==> config.mk <==
export PLATFORM = sky130hd
export DESIGN_NAME = readers_writer_lock_controller
export DESIGN_NICKNAME = d
export VERILOG_FILES = /design/src/design/rwl_pkg.sv /design/src/design/rwl_ram.sv /design/src/design/rwl_queue.sv /design/src/design/readers_writer_lock_controller.sv
export SDC_FILE = /design/constraint.sdc
export NUM_CORES = 1
export LEC_CHECK = 0
export BUFFER_PORTS_ARGS = -buffer_cell sky130_fd_sc_hd__clkbuf_2
export CORE_MARGIN = 5
export CORE_UTILIZATION = 29
export CTS_BUF_LIST = sky130_fd_sc_hd__clkbuf_8
export DETAILED_ROUTE_END_ITERATION = 8
export GPL_TIMING_DRIVEN = 0
export PLACE_DENSITY = 0.4
export SLEW_MARGIN = 5
export SYNTH_ARGS = -nofsm -noshare
export SYNTH_HDL_FRONTEND = slang
export SYNTH_SLANG_ARGS = --single-unit
==> constraint.sdc <==
create_clock -name clk_i -period 6.9 [get_ports clk_i]
set_input_delay 1.035 -clock clk_i [delete_from_list [all_inputs] [get_ports clk_i]]
set_output_delay 1.035 -clock clk_i [all_outputs]
set_load 0.02 [all_outputs]
==> src/design/rwl_pkg.sv <==
// Shared types and codes of the readers-writer lock controller.
`default_nettype none

package rwl_pkg;

  localparam int TID_W = 4;
  localparam int CMD_W = 3;
  localparam int ST_W  = 3;

  localparam logic KIND_RESP = 1'b0;
  localparam logic KIND_WAKE = 1'b1;

  typedef enum logic [CMD_W-1:0] {
    CMD_RD_LOCK   = 3'd0,
    CMD_RD_TRY    = 3'd1,
    CMD_RD_UNLOCK = 3'd2,
    CMD_WR_LOCK   = 3'd3,
    CMD_WR_TRY    = 3'd4,
    CMD_WR_UNLOCK = 3'd5
  } cmd_e;

  typedef enum logic [ST_W-1:0] {
    ST_GRANTED  = 3'd0,
    ST_BLOCKED  = 3'd1,
    ST_REFUSED  = 3'd2,
    ST_RELEASED = 3'd3,
    ST_IGNORED  = 3'd4
  } status_e;

  typedef struct packed {
    logic [CMD_W-1:0] cmd;
    logic [TID_W-1:0] thread_id;
  } req_t;

  typedef struct packed {
    logic             kind;
    logic [ST_W-1:0]  status;
    logic [TID_W-1:0] thread_out;
    logic             last;
  } res_t;

  typedef struct packed {
    logic             push;
    logic             pop;
    logic             clear;
    logic [TID_W-1:0] id;
  } q_ctrl_t;

  typedef struct packed {
    logic member;
    logic empty;
  } q_stat_t;

endpackage

`default_nettype wire

==> src/design/rwl_ram.sv <==
// Generic single-write, single-read RAM with registered read data.
`default_nettype none

module rwl_ram #(
  parameter int WIDTH = 4,
  parameter int DEPTH = 16
) (
  input  wire logic                     clk_i,
  input  wire logic                     we_i,
  input  wire logic [$clog2(DEPTH)-1:0] waddr_i,
  input  wire logic [WIDTH-1:0]         wdata_i,
  input  wire logic [$clog2(DEPTH)-1:0] raddr_i,
  output logic      [WIDTH-1:0]         rdata_o
);

  logic [WIDTH-1:0] mem [DEPTH];
  logic [WIDTH-1:0] rdata_q;

  always_ff @(posedge clk_i) begin
    if (we_i) begin
      mem[waddr_i] <= wdata_i;
    end
    rdata_q <= mem[raddr_i];
  end

  assign rdata_o = rdata_q;

endmodule

`default_nettype wire

==> src/design/rwl_queue.sv <==
// Thread wait queue: circular buffer in RAM plus membership bits.
`default_nettype none

module rwl_queue import rwl_pkg::*; #(
  parameter int DEPTH = 16
) (
  input  wire logic             clk_i,
  input  wire logic             rst_ni,
  input  wire q_ctrl_t          ctrl_i,
  output q_stat_t               stat_o,
  output logic      [TID_W-1:0] tid_o
);

  localparam int PW = $clog2(DEPTH);
  localparam int CW = $clog2(DEPTH + 1);

  logic [PW-1:0]    head_q, head_d;
  logic [CW-1:0]    count_q, count_d;
  logic [DEPTH-1:0] bits_q, bits_d;
  logic [PW:0]      sum;
  logic [PW:0]      tail;
  logic [DEPTH-1:0] sel_push;
  logic [DEPTH-1:0] sel_clr;
  logic             member;
  logic             do_push;

  assign sum      = (PW + 1)'(head_q) + (PW + 1)'(count_q);
  assign tail     = (sum >= (PW + 1)'(DEPTH)) ? sum - (PW + 1)'(DEPTH) : sum;
  assign sel_push = DEPTH'(1) << ctrl_i.id;
  assign sel_clr  = DEPTH'(1) << tid_o;
  assign member   = |(bits_q & sel_push);
  assign do_push  = ctrl_i.push && !member && (count_q < CW'(DEPTH));

  always_comb begin
    bits_d  = bits_q;
    head_d  = head_q;
    count_d = count_q;
    if (ctrl_i.clear) begin
      bits_d = bits_d & ~sel_clr;
    end
    if (do_push) begin
      bits_d  = bits_d | sel_push;
      count_d = count_q + CW'(1);
    end else if (ctrl_i.pop) begin
      count_d = count_q - CW'(1);
      head_d  = (head_q == PW'(DEPTH - 1)) ? '0 : head_q + PW'(1);
    end
  end

  always_ff @(posedge clk_i or negedge rst_ni) begin
    if (!rst_ni) begin
      head_q  <= '0;
      count_q <= '0;
      bits_q  <= '0;
    end else begin
      head_q  <= head_d;
      count_q <= count_d;
      bits_q  <= bits_d;
    end
  end

  rwl_ram #(
    .WIDTH(TID_W),
    .DEPTH(DEPTH)
  ) u_ram (
    .clk_i  (clk_i),
    .we_i   (do_push),
    .waddr_i(tail[PW-1:0]),
    .wdata_i(ctrl_i.id),
    .raddr_i(head_q),
    .rdata_o(tid_o)
  );

  assign stat_o.member = member;
  assign stat_o.empty  = (count_q == '0);

endmodule

`default_nettype wire

==> src/design/readers_writer_lock_controller.sv <==
// Readers-writer lock controller with writer preference and wake sequencing.
// A request is registered on acceptance and evaluated in the cycle after; its response appears on the
// following cycle. Wakes follow one per cycle, popped through each queue's RAM read port.
// Busy is high while a request is evaluated and while its wakes are issued.
// Asynchronous active-low reset empties both queues and releases the lock.
// The receiver cannot stall; every result is shown for exactly one cycle.
`default_nettype none

module readers_writer_lock_controller import rwl_pkg::*; #(
  parameter int MAX_THREADS = 16,
  parameter int READER_MAX  = 255
) (
  input  wire logic clk_i,
  input  wire logic rst_ni,
  input  wire logic start,
  output logic      busy,
  input  wire req_t req_i,
  output logic      done_o,
  output res_t      res_o
);

  localparam int RC_W = $clog2(READER_MAX + 1);

  typedef enum logic [1:0] {
    S_IDLE,
    S_EVAL,
    S_WAKE
  } state_e;

  state_e           state_q, state_d;
  req_t             req_q, req_d;
  logic [RC_W-1:0]  rc_q, rc_d;
  logic             wh_q, wh_d;
  logic [TID_W-1:0] wt_q, wt_d;
  logic             wake_rd_q, wake_rd_d;
  logic             done_q, done_d;
  res_t             res_q, res_d;

  q_ctrl_t          rq_ctrl, wq_ctrl;
  q_stat_t          rq_stat, wq_stat;
  logic [TID_W-1:0] rq_tid, wq_tid;

  logic             tid_bad;
  status_e          st;
  logic             wake_wr;
  logic             wake_rd;
  logic             more;
  logic [TID_W-1:0] thr;

  assign tid_bad = int'(req_q.thread_id) >= MAX_THREADS;

  always_comb begin
    state_d   = state_q;
    req_d     = req_q;
    rc_d      = rc_q;
    wh_d      = wh_q;
    wt_d      = wt_q;
    wake_rd_d = wake_rd_q;
    done_d    = 1'b0;
    res_d     = res_q;
    rq_ctrl   = '{push: 1'b0, pop: 1'b0, clear: 1'b0, id: req_q.thread_id};
    wq_ctrl   = '{push: 1'b0, pop: 1'b0, clear: 1'b0, id: req_q.thread_id};
    st        = ST_REFUSED;
    wake_wr   = 1'b0;
    wake_rd   = 1'b0;
    more      = 1'b0;
    thr       = wake_rd_q ? rq_tid : wq_tid;

    unique case (state_q)
      S_IDLE: begin
        if (start) begin
          req_d   = req_i;
          state_d = S_EVAL;
        end
      end
      S_EVAL: begin
        if (!tid_bad) begin
          unique case (req_q.cmd)
            CMD_RD_LOCK, CMD_RD_TRY: begin
              if (!wh_q && wq_stat.empty) begin
                if (rc_q >= RC_W'(READER_MAX)) begin
                  st = ST_REFUSED;
                end else begin
                  rc_d = rc_q + RC_W'(1);
                  st   = ST_GRANTED;
                end
              end else if (req_q.cmd == CMD_RD_LOCK) begin
                rq_ctrl.push = 1'b1;
                st           = ST_BLOCKED;
              end else begin
                st = ST_REFUSED;
              end
            end
            CMD_RD_UNLOCK: begin
              if (rc_q != '0) begin
                rc_d = rc_q - RC_W'(1);
                st   = ST_RELEASED;
              end else begin
                st = ST_IGNORED;
              end
              wake_wr = (rc_q <= RC_W'(1)) && !wq_stat.empty;
            end
            CMD_WR_LOCK: begin
              if (!wh_q && rc_q == '0) begin
                wh_d = 1'b1;
                wt_d = req_q.thread_id;
                st   = ST_GRANTED;
              end else if (wh_q && wt_q == req_q.thread_id) begin
                st = ST_GRANTED;
              end else begin
                wq_ctrl.push = 1'b1;
                st           = ST_BLOCKED;
              end
            end
            CMD_WR_TRY: begin
              if (wh_q || rc_q != '0) begin
                st = ST_REFUSED;
              end else begin
                wh_d = 1'b1;
                wt_d = req_q.thread_id;
                st   = ST_GRANTED;
              end
            end
            CMD_WR_UNLOCK: begin
              if (!wh_q || wt_q != req_q.thread_id) begin
                st = ST_IGNORED;
              end else begin
                wh_d    = 1'b0;
                wt_d    = '0;
                st      = ST_RELEASED;
                wake_wr = !wq_stat.empty;
                wake_rd = wq_stat.empty && !rq_stat.empty;
              end
            end
            default: begin
              st = ST_REFUSED;
            end
          endcase
        end
        done_d = 1'b1;
        res_d  = '{kind: KIND_RESP, status: st, thread_out: req_q.thread_id,
                   last: !(wake_wr || wake_rd)};
        if (wake_wr) begin
          wq_ctrl.pop = 1'b1;
          wake_rd_d   = 1'b0;
          state_d     = S_WAKE;
        end else if (wake_rd) begin
          rq_ctrl.pop = 1'b1;
          wake_rd_d   = 1'b1;
          state_d     = S_WAKE;
        end else begin
          state_d = S_IDLE;
        end
      end
      S_WAKE: begin
        more = wake_rd_q && !rq_stat.empty;
        if (wake_rd_q) begin
          rq_ctrl.clear = 1'b1;
          rq_ctrl.pop   = more;
        end else begin
          wq_ctrl.clear = 1'b1;
        end
        done_d = 1'b1;
        res_d  = '{kind: KIND_WAKE, status: ST_GRANTED, thread_out: thr, last: !more};
        if (!more) begin
          state_d = S_IDLE;
        end
      end
      default: begin
        state_d = S_IDLE;
      end
    endcase
  end

  always_ff @(posedge clk_i or negedge rst_ni) begin
    if (!rst_ni) begin
      state_q   <= S_IDLE;
      req_q     <= '0;
      rc_q      <= '0;
      wh_q      <= 1'b0;
      wt_q      <= '0;
      wake_rd_q <= 1'b0;
      done_q    <= 1'b0;
      res_q     <= '0;
    end else begin
      state_q   <= state_d;
      req_q     <= req_d;
      rc_q      <= rc_d;
      wh_q      <= wh_d;
      wt_q      <= wt_d;
      wake_rd_q <= wake_rd_d;
      done_q    <= done_d;
      res_q     <= res_d;
    end
  end

  rwl_queue #(
    .DEPTH(MAX_THREADS)
  ) u_read_queue (
    .clk_i (clk_i),
    .rst_ni(rst_ni),
    .ctrl_i(rq_ctrl),
    .stat_o(rq_stat),
    .tid_o (rq_tid)
  );

  rwl_queue #(
    .DEPTH(MAX_THREADS)
  ) u_write_queue (
    .clk_i (clk_i),
    .rst_ni(rst_ni),
    .ctrl_i(wq_ctrl),
    .stat_o(wq_stat),
    .tid_o (wq_tid)
  );

  assign busy   = (state_q != S_IDLE);
  assign done_o = done_q;
  assign res_o  = res_q;

endmodule

`default_nettype wire
-- Yosys cells after proc, flatten, opt, wreduce, memory -nomap -nowiden
Memories as Yosys holds them, arrays and structs flattened. A register that Yosys moved wholly into a read port is not among the register bits.
Cells that the tools add are included.
- add/sub/neg operators: 12
- multiply operators: 0
- divide/modulo/power cells: 0
- order comparisons: 6
- eq/ne operators: 19
- shift-type cells: 3
- muxes and demuxes: 69
- bitwise gates (word level): 10
- reductions and logical operators: 44
- operator list (cell ; count):
    bitwise AND 16 bit ; 4
    two-way mux 16 bit ; 4
    << shifter 1 x 4 -> 16 bit (first input constant) ; 3
    two-way mux 4 bit ; 8
    NOT 16 bit ; 2
    bitwise OR 16 bit ; 2
    OR reduction 16 bit ; 2
    two-way mux 1 bit ; 30
    two-way mux 8 bit ; 3
    two-way mux 5 bit ; 4
    two-way mux 2 bit ; 9
    case mux 9 bit (2 select lines) ; 1
    != test 2 bit (second input constant) ; 8
    case mux 8 bit (2 select lines) ; 1
    case mux 3 bit (5 select lines) ; 1
    case mux 4 bit (3 select lines) ; 1
    nonzero test 2 bit ; 6
    adder 4 x 5 -> 5 bit ; 2
    adder 5 x 1 -> 5 bit (second input constant) ; 2
    greater-or-equal comparator 5 bit (second input constant) ; 2
    logical AND 1 bit ; 10
    zero test 5 bit ; 2
    less-than comparator 5 bit (second input constant) ; 2
    AND reduction 2 bit ; 5
    29 further kinds ; 49
- register bits: 83
- latch bits: 0
- bits in writable memories: 128
- memory bits (read-only): 0
- bits of input ports: 10
- logic and storage cells: 183
- memories kept: 2
- memories (memory ; words ; width ; read ports ; clocked after memory_dff ; wr ports ; line ; text):
    u_read_queue.u_ram.mem ; 16 ; 4 ; 1 ; 1 ; 1 ; rwl_ram.sv:16 ; logic [WIDTH-1:0] mem [DEPTH];
    u_write_queue.u_ram.mem ; 16 ; 4 ; 1 ; 1 ; 1 ; rwl_ram.sv:16 ;

-- Logic depth before layout (Yosys ltp)
Gate-level depths: netlist (run 1).
- word-level depth: 11
- gate-level depth with buffers: 16

-- Cells and area by module
Synthesis (run 1) repeated with hierarchy kept, for this count alone.
- cell total of the unflattened synthesis: 776
- area total of the unflattened synthesis: 10654.0 µm²
- by module, submodules not included (module ; instances ; cells an instance ; area each (µm²) ; seq. area each (µm²)):
    rwl_ram ; 2 ; 130 ; 2666.3 ; 2001.9
    readers_writer_lock_controller ; 1 ; 199 ; 1985.7 ; 825.8
    rwl_queue (u_read_queue) ; 1 ; 159 ; 1677.9 ; 625.6
    rwl_queue (u_write_queue) ; 1 ; 158 ; 1657.8 ; 625.6

-- Least setup slack after synthesis (run 1)
OpenSTA, ideal clock, no wires.
- kind: reg2reg
- start: register req_q[0] (netlist bit)
- end: register u_write_queue.count_q[4]
- data arrival time: 3565 ps
- slack: 3210 ps
- cell stages (with the launch flop): 14
- path buffers: 3
- path through: dfrtp_1 -> buf_4 -> inv_1 -> o31a_1 -> or4_1 -> or2_1 -> buf_6 -> buf_2 -> fa_1 -> a21o_1 -> a21oi_1 -> or4_1 -> o21ai_0 -> mux2_2
- word-level cells in the longest chain between the ends: 9
- elaborated cells on any way between the ends: 20
- ends and longest elaborated chain (what ; line ; text):
    from (decl) ; readers_writer_lock_controller.sv:31 ; req_t req_q, req_d;
    from (signal assigned) ; readers_writer_lock_controller.sv:187 ; req_q <= req_d;
    parallel branches: the longest is 9 deep, another holds != test 4 bit ; - ;
    to (signal assigned) ; rwl_queue.sv:57 ; count_q <= count_d;
    to (decl) ; rwl_queue.sv:18 ; logic [CW-1:0] count_q, count_d;
Several ways; the timed one is not identified. The select of a mux whose other input is x is not followed.
A chain may end at the register's enable or synchronous reset.

-- Worst setup path after layout (run 1)
- start: register req_q[3] (netlist bit)
- end: register u_write_queue.count_q[4]
The elaborated chain is that of the path after synthesis.

==> impl_metrics.tcl, run 1 <==
set metrics [dict create \
    antenna_found_initial 1 \
    die-area_mm2 0.0392 \
    layout_commonest_cell "edfxtp_1" \
    drive_above_1_share_pct 18.4 \
    drc 0 \
    die_width_um 198 \
    ys_top_cells_by_area "edfxtp_1 (38%), dfrtp_1 (20%), mux4_2 (6.2%)" \
    path_cells "nand2b_1 -> clkbuf_1 -> o32ai_1 -> and2_1 -> or4_1 -> or2_1 -> buf_6 -> buf_2 -> fa_1 -> a21o_1 -> a21oi_1 -> or4_1 -> o21ai_0 -> mux2_2" \
    clockPowerShare_pct 27.3 \
    diodes 0 \
    avgSynthCellArea_um2 13.3 \
    min_period_ps 4640 \
    critical_path_arrival_ps 5070 \
    netlist.area_leader.share_pct 37.6 \
    dp_hpwl_mm 18.5 \
    p_seq_share_pct 43.2 \
    synth_top_cell_by_area "edfxtp_1" \
    finalClockSkew_ps 33.5 \
    startpoint_type "flop" \
    fin_setup_tns_ps 0 \
    worst-path-buf-inv 3 \
    io-pin-count 21 \
    syn_to_final_growth_pct 14.9 \
    cts-root-buf "clkbuf_8" \
    rsz0062_at_grt "false" \
    swShare_pct 37.3 \
    synthCells 767 \
    synth_cell_types 72 \
    drtIter0Drc 339 \
    cp_top_family "simple AND/OR/NAND/NOR gates" \
    fmaxAchievable_mhz 216 \
    final_hold_viol_count 0 \
    cp_max_fo 37 \
    synthFlopType "edfxtp_1" \
    grt_pass1_vias 7026 \
    fin_area_mm2 0.0118 \
    critPathMaxStageDelay_ps 830 \
    relSlewSlack_pct 20.6 \
    hold_buffers 0 \
    clk_latency_ps 550 \
    final_cell_mix "edfxtp_1 (128), dfrtp_1 (79), o21ai_0 (62)" \
    synthArstFlopShare_pct 37.9 \
    slowest_stage "dfrtp_2" \
    synth-seq-cells 219 \
    worst_setup_path_end_kind "flop" \
    final_max_slew_viol_count 0 \
    ir_worst_vdd_uv 191 \
    place_congestion 0.822 \
    tightest_slew_ps 1180 \
    place_area_mm2 0.0109 \
    p_leak_uw 0.00431 \
    outcome "complete, no violations" \
    setup_viol 0 \
    critPathMostFrequentCell "or4_1" \
    rows 68 \
    yosysWarnings 0 \
    fin_crit_sh_pct 67.2 \
    nNetsFinal 865 \
    start_util_pct 29.5 \
    cts_made_buffers 40 \
    syn_area_mm2 0.0102 \
    clkTransAtPathRegs_ps 60 \
    place.port_buffers 20 \
    ant_nets 0 \
    wl_per_cell_um 20.2 \
    clock_path_buffers 3 \
    max_cap_viol_count 0 \
    wirelength_mm 26.5 \
    powerDensity_mw_per_mm2 392 \
    grt_max_degree 51 \
    min_path_type "input port to asynchronous set/reset pin" \
    track_usage_pct 13.6 \
    overflow 0 \
    critPathRequiredTime_ps 7330 \
    crit_type "flop to flop" \
    htree_levels 2 \
    vias_per_cell 5.09 \
    seq_area_frac_synth_pct 59.4 \
    synth_edf_count 128 \
    first_pass_iters 5 \
    cts_setup_buffers 0 \
    syn-num-nets 802 \
    p_sw_uw 1720 \
    grt_pass1_wl_mm 41.3 \
    vias 6696 \
    die_y_um 198 \
    tritoncts "built" \
    cts_sinks 219 \
    pwr-share-comb_pct 29.5 \
    core_area_mm2 0.0347 \
    power.internal_uw 2890 \
    cts_resized 0 \
]
## synthesized netlist by cell type (21+ instances only)
library cell  count
o31ai_1          22
edfxtp_1        128
nor4_1           37
o21ai_0          62
mux4_2           28
nand2_1          40
dfrtp_1          83
mux2_2           22
nor2_1           21
clkbuf_1         21
ha_1             21
mux2i_1          22
inv_1            21
## power by group through the flow
stage / registers (uW) / clock network, uW / logic, uW
6_report: 1990 / 1260 / 1360
5_1_grt: 2030 / 1360 / 1510
3_5_place_dp: 2030 / 0 / 1360
2_1_floorplan: 1890 / 0 / 956
3_3_place_gp: 2020 / 0 / 1330
4_1_cts: 2000 / 1310 / 1370
## sequential cells by signal, indices dropped and copies added, names as in the netlist, 7 cells and up
name	count
u_read_queue.u_ram.mem	64
u_write_queue.u_ram.mem	64
u_read_queue.bits_q	16
u_write_queue.bits_q	16
res_o	9
rc_q	8
req_q	7
## layout make-up
type	instances	area, um^2
clock inverter	28	199
timing repair buffer	21	130
buffer	45	219
inverter	21	78.8
sequential	219	6090
tap	455	569
clock buffer	45	619
multi-input combinational	482	3860
fill	3417	23000
## final timing paths
path / cells after the start / end / startpoint / slack, ps
min in group clk_i: 1 / res_o[0] / res_o[0] / 490
worst max-delay path: 14 / u_write_queue.count_q[4] / req_q[3] / 2260
max in group asynchronous: 2 / u_write_queue.head_q[1] / rst_ni / 5740
worst min register to register: 1 / res_o[0] / res_o[0] / 490
worst max register to register: 14 / u_write_queue.count_q[4] / req_q[3] / 2260
worst min-delay path: 1 / res_o[8] / rst_ni / 490
## stage by stage
| step | worst slack (ps) | utilization (%) | total power, uW | cells | hold slack (ps) |
|---|---|---|---|---|---|
| after CTS | 2300 | 33.9 | 4680 | 1316 | 461 |
| final | 2260 | 33.9 | 4610 | 1316 | 489 |
| after global placement | 1880 | 31.4 | 3350 | 1242 | 486 |
| after floorplan | 3210 | - | 2850 | 767 | 459 |
| after global routing | 2070 | 33.9 | 4900 | 1316 | 502 |
| after detailed placement | 2330 | 31.5 | 3380 | 1243 | 484 |
## cells by family (layout without fill, tap and decap cells)
logic type,after synthesis,count (layout),share of synthesized area [%]
mux,72,72,10.7
fa+ha+maj,25,25,3.35
flops,219,219,59.4
compound gates,167,167,10.7
buf+inv,66,160,2.91
xor+xnor,29,29,2.48
simple gates,189,189,10.5
## per-layer routing
layer	up-vias	track usage [%]	wire, um
met1	3380	17.8	11900
met4	0	4.18	586
met5	-	0	0
li1	3120	-	-
met3	45	3.34	1410
met2	151	22.5	12600
Note: power is estimated with default switching activity, not from simulation.
==> inputs of run 2 (changes only) <==
--- a/config.mk
+++ b/config.mk
@@ -5,13 +5,14 @@
 export SDC_FILE = /design/constraint.sdc
 export NUM_CORES = 1
 export LEC_CHECK = 0
+export ABC_AREA = 1
 export BUFFER_PORTS_ARGS = -buffer_cell sky130_fd_sc_hd__clkbuf_2
 export CORE_MARGIN = 5
 export CORE_UTILIZATION = 29
 export CTS_BUF_LIST = sky130_fd_sc_hd__clkbuf_8
 export DETAILED_ROUTE_END_ITERATION = 8
 export GPL_TIMING_DRIVEN = 0
-export PLACE_DENSITY = 0.4
+export PLACE_DENSITY = 0.42
 export SLEW_MARGIN = 5
 export SYNTH_ARGS = -nofsm -noshare
 export SYNTH_HDL_FRONTEND = slang
==> constraint.sdc (replaced) <==
create_clock -name clk_i -period 3.8 [get_ports clk_i]
set_input_delay 0.57 -clock clk_i [delete_from_list [all_inputs] [get_ports clk_i]]
set_output_delay 0.57 -clock clk_i [all_outputs]
set_load 0.02 [all_outputs]
==> run 2 against run 1 <==
Effect of this change:
- hold slack lost 420 ps
- die area grew 1.1%
- critical path depth grew 3
- global-route usage grew 1.1 points
- largest power group unchanged
- clock power grew 94%
- via count grew 14%
- area after synthesis grew 1.1%
- register-to-register slack lost 1800 ps
- flip-flop and latch count is the same
==> impl_metrics.tcl, run 2 <==
set metrics [dict create \
    place.port_buffers 20 \
    ir_worst_vdd_uv 530 \
    grt_max_degree 45 \
    die-area_mm2 0.0396 \
    seq_area_frac_synth_pct 58.7 \
    overflow 0 \
    drt-met1-wl_mm 13.8 \
    track_usage_pct 14.7 \
    start_util_pct 29.2 \
    ant_nets 0 \
    setup_viol 0 \
    core_area_mm2 0.0354 \
    relSlewSlack_pct 50.3 \
    synth_edf_count 128 \
    cp_max_fo 33 \
    dr_wl_met3_mm 1.06 \
    fin_area_mm2 0.0120 \
    drtIter0Drc 480 \
    yosysWarnings 0 \
    ys_top_cells_by_area "edfxtp_1 (37%), dfrtp_1 (20%), o21ai_0 (5.9%)" \
    rows 69 \
    p_total_uw 8530 \
    min_path_type "input port to asynchronous set/reset pin" \
    worst_setup_path_end_kind "flop" \
    yosysMostFrequentCell "nor2_1" \
    rsz0062_at_grt "false" \
    die_width_um 199 \
    cts_made_buffers 42 \
    layout_commonest_cell "nor2_1" \
    power.internal_uw 5290 \
    grt_pass1_vias 7807 \
    tritoncts "built" \
    synth-seq-cells 219 \
    fin_crit_sh_pct 88.4 \
    synth_top_cell_by_area "edfxtp_1" \
    route.met2.wl_mm 13.1 \
    synthFlopType "edfxtp_1" \
    cts_setup_buffers 0 \
    clkTransAtPathRegs_ps 60 \
    r2r_setup_slack_ps 440 \
    cp_top_family "simple AND/OR/NAND/NOR gates" \
    p_sw_uw 3240 \
    fmaxAchievable_mhz 298 \
    hold_buffers 0 \
    critPathMaxStageDelay_ps 830 \
    min_period_ps 3360 \
    cts-root-buf "clkbuf_8" \
    first_pass_iters 5 \
    swShare_pct 38.0 \
    max_cap_viol_count 0 \
    grt_pass1_wl_mm 45.2 \
    cts_sinks 219 \
    io-pin-count 21 \
    final_hold_viol_count 0 \
    critical_path_arrival_ps 3800 \
    clockPowerShare_pct 28.8 \
    reg_top3 "u_read_queue.u_ram.mem (64), u_write_queue.u_ram.mem (64)" \
    place_area_mm2 0.0111 \
    critPathRequiredTime_ps 4240 \
    cts_resized 0 \
    path_cells "buf_6 -> nor2_2 -> buf_6 -> nand4_1 -> nand2_1 -> nor2_1 -> nand2_1 -> nor2_2 -> nand3_4 -> buf_6 -> fa_1 -> nand2_1 -> nand2_1 -> a21oi_1 -> nand2_1 -> nand2_1 -> nand2_1" \
    avgSynthCellArea_um2 10.0 \
    crit_type "flop to flop" \
    p_leak_uw 0.00472 \
    outcome "complete, no violations" \
    nNetsFinal 1136 \
    clock_path_buffers 3 \
    timing.rr.end "u_write_queue.count_q[4]" \
    synthCells 1034 \
    antenna_found_initial 0 \
    wirelength_mm 28.8 \
    final_cell_mix "nor2_1 (156), nand2_1 (146), edfxtp_1 (128)" \
    htree_levels 2 \
    worst-path-buf-inv 3 \
    diodes 0 \
    finalClockSkew_ps 21.7 \
    vias 7650 \
    cp.depth 17 \
    pwr-share-comb_pct 30.0 \
    syn-num-nets 1069 \
    reg2regPathDepth 17 \
    critPathMostFrequentCell "nand2_1" \
    syn_to_final_growth_pct 15.9 \
    clk_latency_ps 550 \
    synthTopCellsByCount "nor2_1 (156), nand2_1 (146), edfxtp_1 (128), o21ai_0 (122), dfrtp_1 (83)" \
    syn_area_mm2 0.0104 \
    r2r_start "req_q[1]" \
    final_core_util_pct 33.9 \
    synth_cell_types 44 \
    num-fill-cells 3637 \
    tightest_slew_ps 745 \
    drc 0 \
    slowest_stage "dfrtp_2" \
    vias_per_cell 4.80 \
    hold_ws_ps 66.2 \
    die_y_um 199 \
    wl_per_cell_um 18.0 \
    final_max_slew_viol_count 0 \
    netlist.area_leader.share_pct 37.1 \
    drive_above_1_share_pct 13.3 \
    top_layer "met4" \
    synthArstFlopShare_pct 37.9 \
    place_congestion 0.820 \
    p_seq_share_pct 41.2 \
    powerDensity_mw_per_mm2 711 \
    dp_hpwl_mm 19.6 \
    startpoint_type "flop" \
]
==> run 2: cell types whose count changed in the layout (fill, tap and decap cells not counted), sizes merged, moves of 21 or more <==
| cell | previous run | this run |
|---|---|---|
| nor4 | 37 | 0 |
| nand2 | 41 | 148 |
| nor2 | 21 | 167 |
| mux2 | 22 | 0 |
| o21ai | 64 | 151 |
| nand4 | 5 | 26 |
| nand3 | 13 | 76 |
| inv | 34 | 93 |
| mux4 | 28 | 0 |
| o31ai | 22 | 0 |
==> run 2: power by group through the flow <==
stage | Clock [uW] | Combinational (uW) | Sequential (uW)
global route | 2650 | 2860 | 3590
global placement | 0 | 2380 | 3710
finish | 2450 | 2560 | 3520
floorplan | 0 | 1670 | 3480
CTS | 2550 | 2590 | 3530
detailed placement | 0 | 2580 | 3570
==> run 2: how the worst max path moves through the flow <==
stage	slack (ps)	end	startpoint
6_report	440	u_write_queue.count_q[4]	req_q[1]
4_1_cts	240	u_write_queue.count_q[4]	req_q[2]
3_5_place_dp	250	u_write_queue.count_q[4]	req_q[2]
2_1_floorplan	990	u_read_queue.count_q[4]	req_q[2]
5_1_grt	80	u_write_queue.count_q[4]	req_q[1]
3_3_place_gp	-350	u_write_queue.count_q[4]	req_q[2]
==> run 2: area by class of cell <==
| cell class | count | area [um^2] | share of cell area, % |
|---|---|---|---|
| plain buffers | 36 | 195 | 1.63 |
| clock buffers | 52 | 716 | 5.97 |
| flip-flops and latches | 219 | 6090 | 50.7 |
| repair buffers | 23 | 170 | 1.42 |
| well taps | 461 | 577 | 4.81 |
| multi-input cells | 700 | 3780 | 31.5 |
| clock inverters | 25 | 176 | 1.47 |
| inverters | 79 | 298 | 2.48 |
==> run 2: cells by family after synthesis <==
logic type / count (synthesis) / synth area share (%)
and+or+nand+nor: 426 / 18.2
AOI/OAI and AO/OA: 221 / 12.6
DFF: 219 / 58.7
buffers and inverters: 115 / 4.76
adders and majority gates: 25 / 3.31
xor gates and xnor gates: 23 / 1.95
muxes: 5 / 0.484
==> run 2: worst reg2reg max path: cells and delay by family, from the launching register on <==
family	cells	cell delay [ps]
AND/OR/NAND/NOR	12	1140
buffers and inverters	3	630
AO/OA/AOI/OAI	1	180
flip-flops	1	830
adder cells (fa/ha/maj)	1	460
==> run 2: metal layers <==
metal	vias to the layer above	GRT usage [%]
met2	147	23.2
met5	-	0
met1	3697	20.5
met4	0	4.86
met3	56	2.78
li1	3750	-
==> run 2: stage by stage <==
| stage | setup slack (ps) | instances | TNS (ps) |
|---|---|---|---|
| 3_3_place_gp | -349 | 1515 | -3890 |
| 2_1_floorplan | 985 | 1034 | 0 |
| 3_5_place_dp | 254 | 1518 | 0 |
| 6_report | 440 | 1595 | 0 |
| 5_1_grt | 76.4 | 1595 | 0 |
| 4_1_cts | 241 | 1595 | 0 |
==> inputs of run 3 (changes only) <==
--- a/config.mk
+++ b/config.mk
@@ -7,7 +7,7 @@
 export LEC_CHECK = 0
 export ABC_AREA = 1
 export BUFFER_PORTS_ARGS = -buffer_cell sky130_fd_sc_hd__clkbuf_2
-export CORE_MARGIN = 5
+export CORE_MARGIN = 3
 export CORE_UTILIZATION = 29
 export CTS_BUF_LIST = sky130_fd_sc_hd__clkbuf_8
 export DETAILED_ROUTE_END_ITERATION = 8
==> run 3 against run 2 <==
Effect of this change:
- sequential share of layout area hardly changed
- non-clock buffer count increased by 2
- register-to-register slack worse by 90 ps
- critical path depth unchanged
- final cell count is 0.19% lower
- clock power fell by 2%
- maximum frequency is 2.7% lower
- flip-flop and latch count did not move
- via count about the same
- critical endpoint unchanged
- largest cell class unchanged
- highest routed layer unchanged
==> impl_metrics.tcl, run 3 (same netlist as run 2, synthesis figures left out) <==
set metrics [dict create \
    grt_max_degree 54 \
    cp_max_fo 33 \
    layout_setup_ws_ps 345 \
    final_core_util_pct 34.4 \
    start_util_pct 29.7 \
    vias_per_cell 4.80 \
    startpoint_type "flop" \
    dp_slack_ps 388 \
    syn_to_final_growth_pct 15.9 \
    min_period_ps 3450 \
    antenna_found_initial 0 \
    track_usage_pct 15.2 \
    crit_type "flop to flop" \
    rsz0062_at_grt "false" \
    slowest_stage "dfrtp_2" \
    fmaxAchievable_mhz 289 \
    p_sw_uw 3270 \
    reg_top3 "u_read_queue.u_ram.mem (64), u_write_queue.u_ram.mem (64)" \
    grt_pass1_vias 7781 \
    cts_made_buffers 42 \
    tritoncts "built" \
    final_cell_mix "nor2_1 (156), nand2_1 (146), edfxtp_1 (128)" \
    instances_no_fill 1592 \
    num-fill-cells 3603 \
    setup_viol 0 \
    io-pin-count 21 \
    first_pass_iters 5 \
    drc 0 \
    clk_latency_ps 550 \
    r2r_start "req_q[1]" \
    cp_top_family "simple AND/OR/NAND/NOR gates" \
    outcome "complete, no violations" \
    power.internal_uw 5230 \
    core_area_mm2 0.0349 \
    place.port_buffers 20 \
    fin_crit_sh_pct 90.9 \
    ir_worst_vdd_uv 702 \
    powerDensity_mw_per_mm2 708 \
    holdCritStartpoint "req_i[0]" \
    diodes 0 \
    p_seq_share_pct 40.5 \
    final_hold_viol_count 0 \
    wl_per_cell_um 18.0 \
    p_total_uw 8500 \
    p_leak_uw 0.00469 \
    layout_commonest_cell "nor2_1" \
    place_congestion 0.799 \
    crit_start "req_q[1]" \
    cts_sinks 219 \
    clkTransAtPathRegs_ps 60 \
    cts_resized 0 \
    critPathMostFrequentCell "nand2_1" \
    drtIter0Drc 414 \
    fin_setup_tns_ps 0 \
    cts-root-buf "clkbuf_8" \
    min_path_type "input port to flop" \
    die_y_um 195 \
    max_cap_viol_count 0 \
    swShare_pct 38.4 \
    dp_hpwl_mm 19.4 \
    vias 7645 \
    critical_path_arrival_ps 3900 \
    finalClockSkew_ps 18.8 \
    htree_levels 2 \
    clockPowerShare_pct 28.3 \
    clock_path_buffers 3 \
    drive_above_1_share_pct 13.7 \
    wirelength_mm 28.6 \
    nNetsFinal 1138 \
    ant_nets 0 \
    rows 68 \
    tightest_slew_ps 753 \
    grt_pass1_wl_mm 45.3 \
    dpl.cell_count 1513 \
    critPathRequiredTime_ps 4250 \
    die-area_mm2 0.0380 \
    worst-path-buf-inv 3 \
    worst_setup_path_end_kind "flop" \
    path_cells "buf_6 -> nor2_2 -> buf_6 -> nand4_1 -> nand2_1 -> nor2_1 -> nand2_1 -> nor2_2 -> nand3_4 -> buf_6 -> fa_1 -> nand2_1 -> nand2_1 -> a21oi_1 -> nand2_1 -> nand2_1 -> nand2_1" \
    die_width_um 195 \
    pwr-share-comb_pct 31.2 \
    relSlewSlack_pct 49.8 \
    overflow 0 \
    critPathMaxStageDelay_ps 840 \
    final_max_slew_viol_count 0 \
]
## run 3: cell count changes in the layout (fill, tap and decap cells not counted), sizes merged
cell / change
buf: +1
clkbuf: -1
clkinvlp: +2
clkinv: +10
dlygate4sd3: +1
inv: -9
bufinv: -1
## run 3: metal layers
metal  global-route usage [%]  share of wire [%]  vias to the layer above  wire [um]
met2                     23.3                 44                      141      12700
li1                         -                  -                     3773          -
met1                     21.7                 49                     3681      14000
met3                     3.07                4.2                       50       1200
met4                     4.62                2.4                        0        681
met5                        0                  0                        -          0
## run 3: cell type report
class,instances,area [um^2],share of cell area [%]
clock buffers,51,702,5.85
plain buffers,36,195,1.63
inverters,79,298,2.48
flip-flops and latches,219,6090,50.7
multi-input cells,700,3780,31.5
clock inverters,27,174,1.45
repair buffers,25,200,1.67
well taps,455,569,4.74
## run 3: worst reg2reg max path: stages, from the launching register on
cell	delay, ps
dfrtp_2	840
buf_6	250
nor2_2	70
buf_6	140
nand4_1	80
nand2_1	70
nor2_1	200
nand2_1	100
nor2_2	200
nand3_4	210
buf_6	240
fa_1	470
nand2_1	80
nand2_1	50
a21oi_1	160
nand2_1	80
nand2_1	60
nand2_1	40
## run 3: through the flow
stage	cell area, um^2	hold WS (ps)
floorplan	10400	274
global placement	11000	467
global route	12000	242
CTS	12000	217
detailed placement	11100	465
finish	12000	266
## run 3: path summary, 6_finish.rpt
path                                             to  slack, ps  cells past startpoint
max                        u_write_queue.count_q[4]        350                     17
min                                        req_q[0]        270                      3
max reg2reg                u_write_queue.count_q[4]        350                     17
min reg2reg                 u_read_queue.count_q[4]        480                      2
max in group asynchronous   u_read_queue.bits_q[10]       2590                      3
min in group asynchronous                state_q[0]        540                      2
## run 3: repair_timing
action | in CTS | in global routing
hold endpoints to repair | 28 | 0
buffers inserted | 0 | 0
hold buffers | 1 | 0
## run 3: power by group through the flow
stage | registers (uW) | logic (uW) | clock network, uW
2_1_floorplan | 3480 | 1670 | 0
3_3_place_gp | 3720 | 2380 | 0
3_5_place_dp | 3490 | 2670 | 0
4_1_cts | 3450 | 2680 | 2510
5_1_grt | 3510 | 2990 | 2630
6_report | 3450 | 2650 | 2410
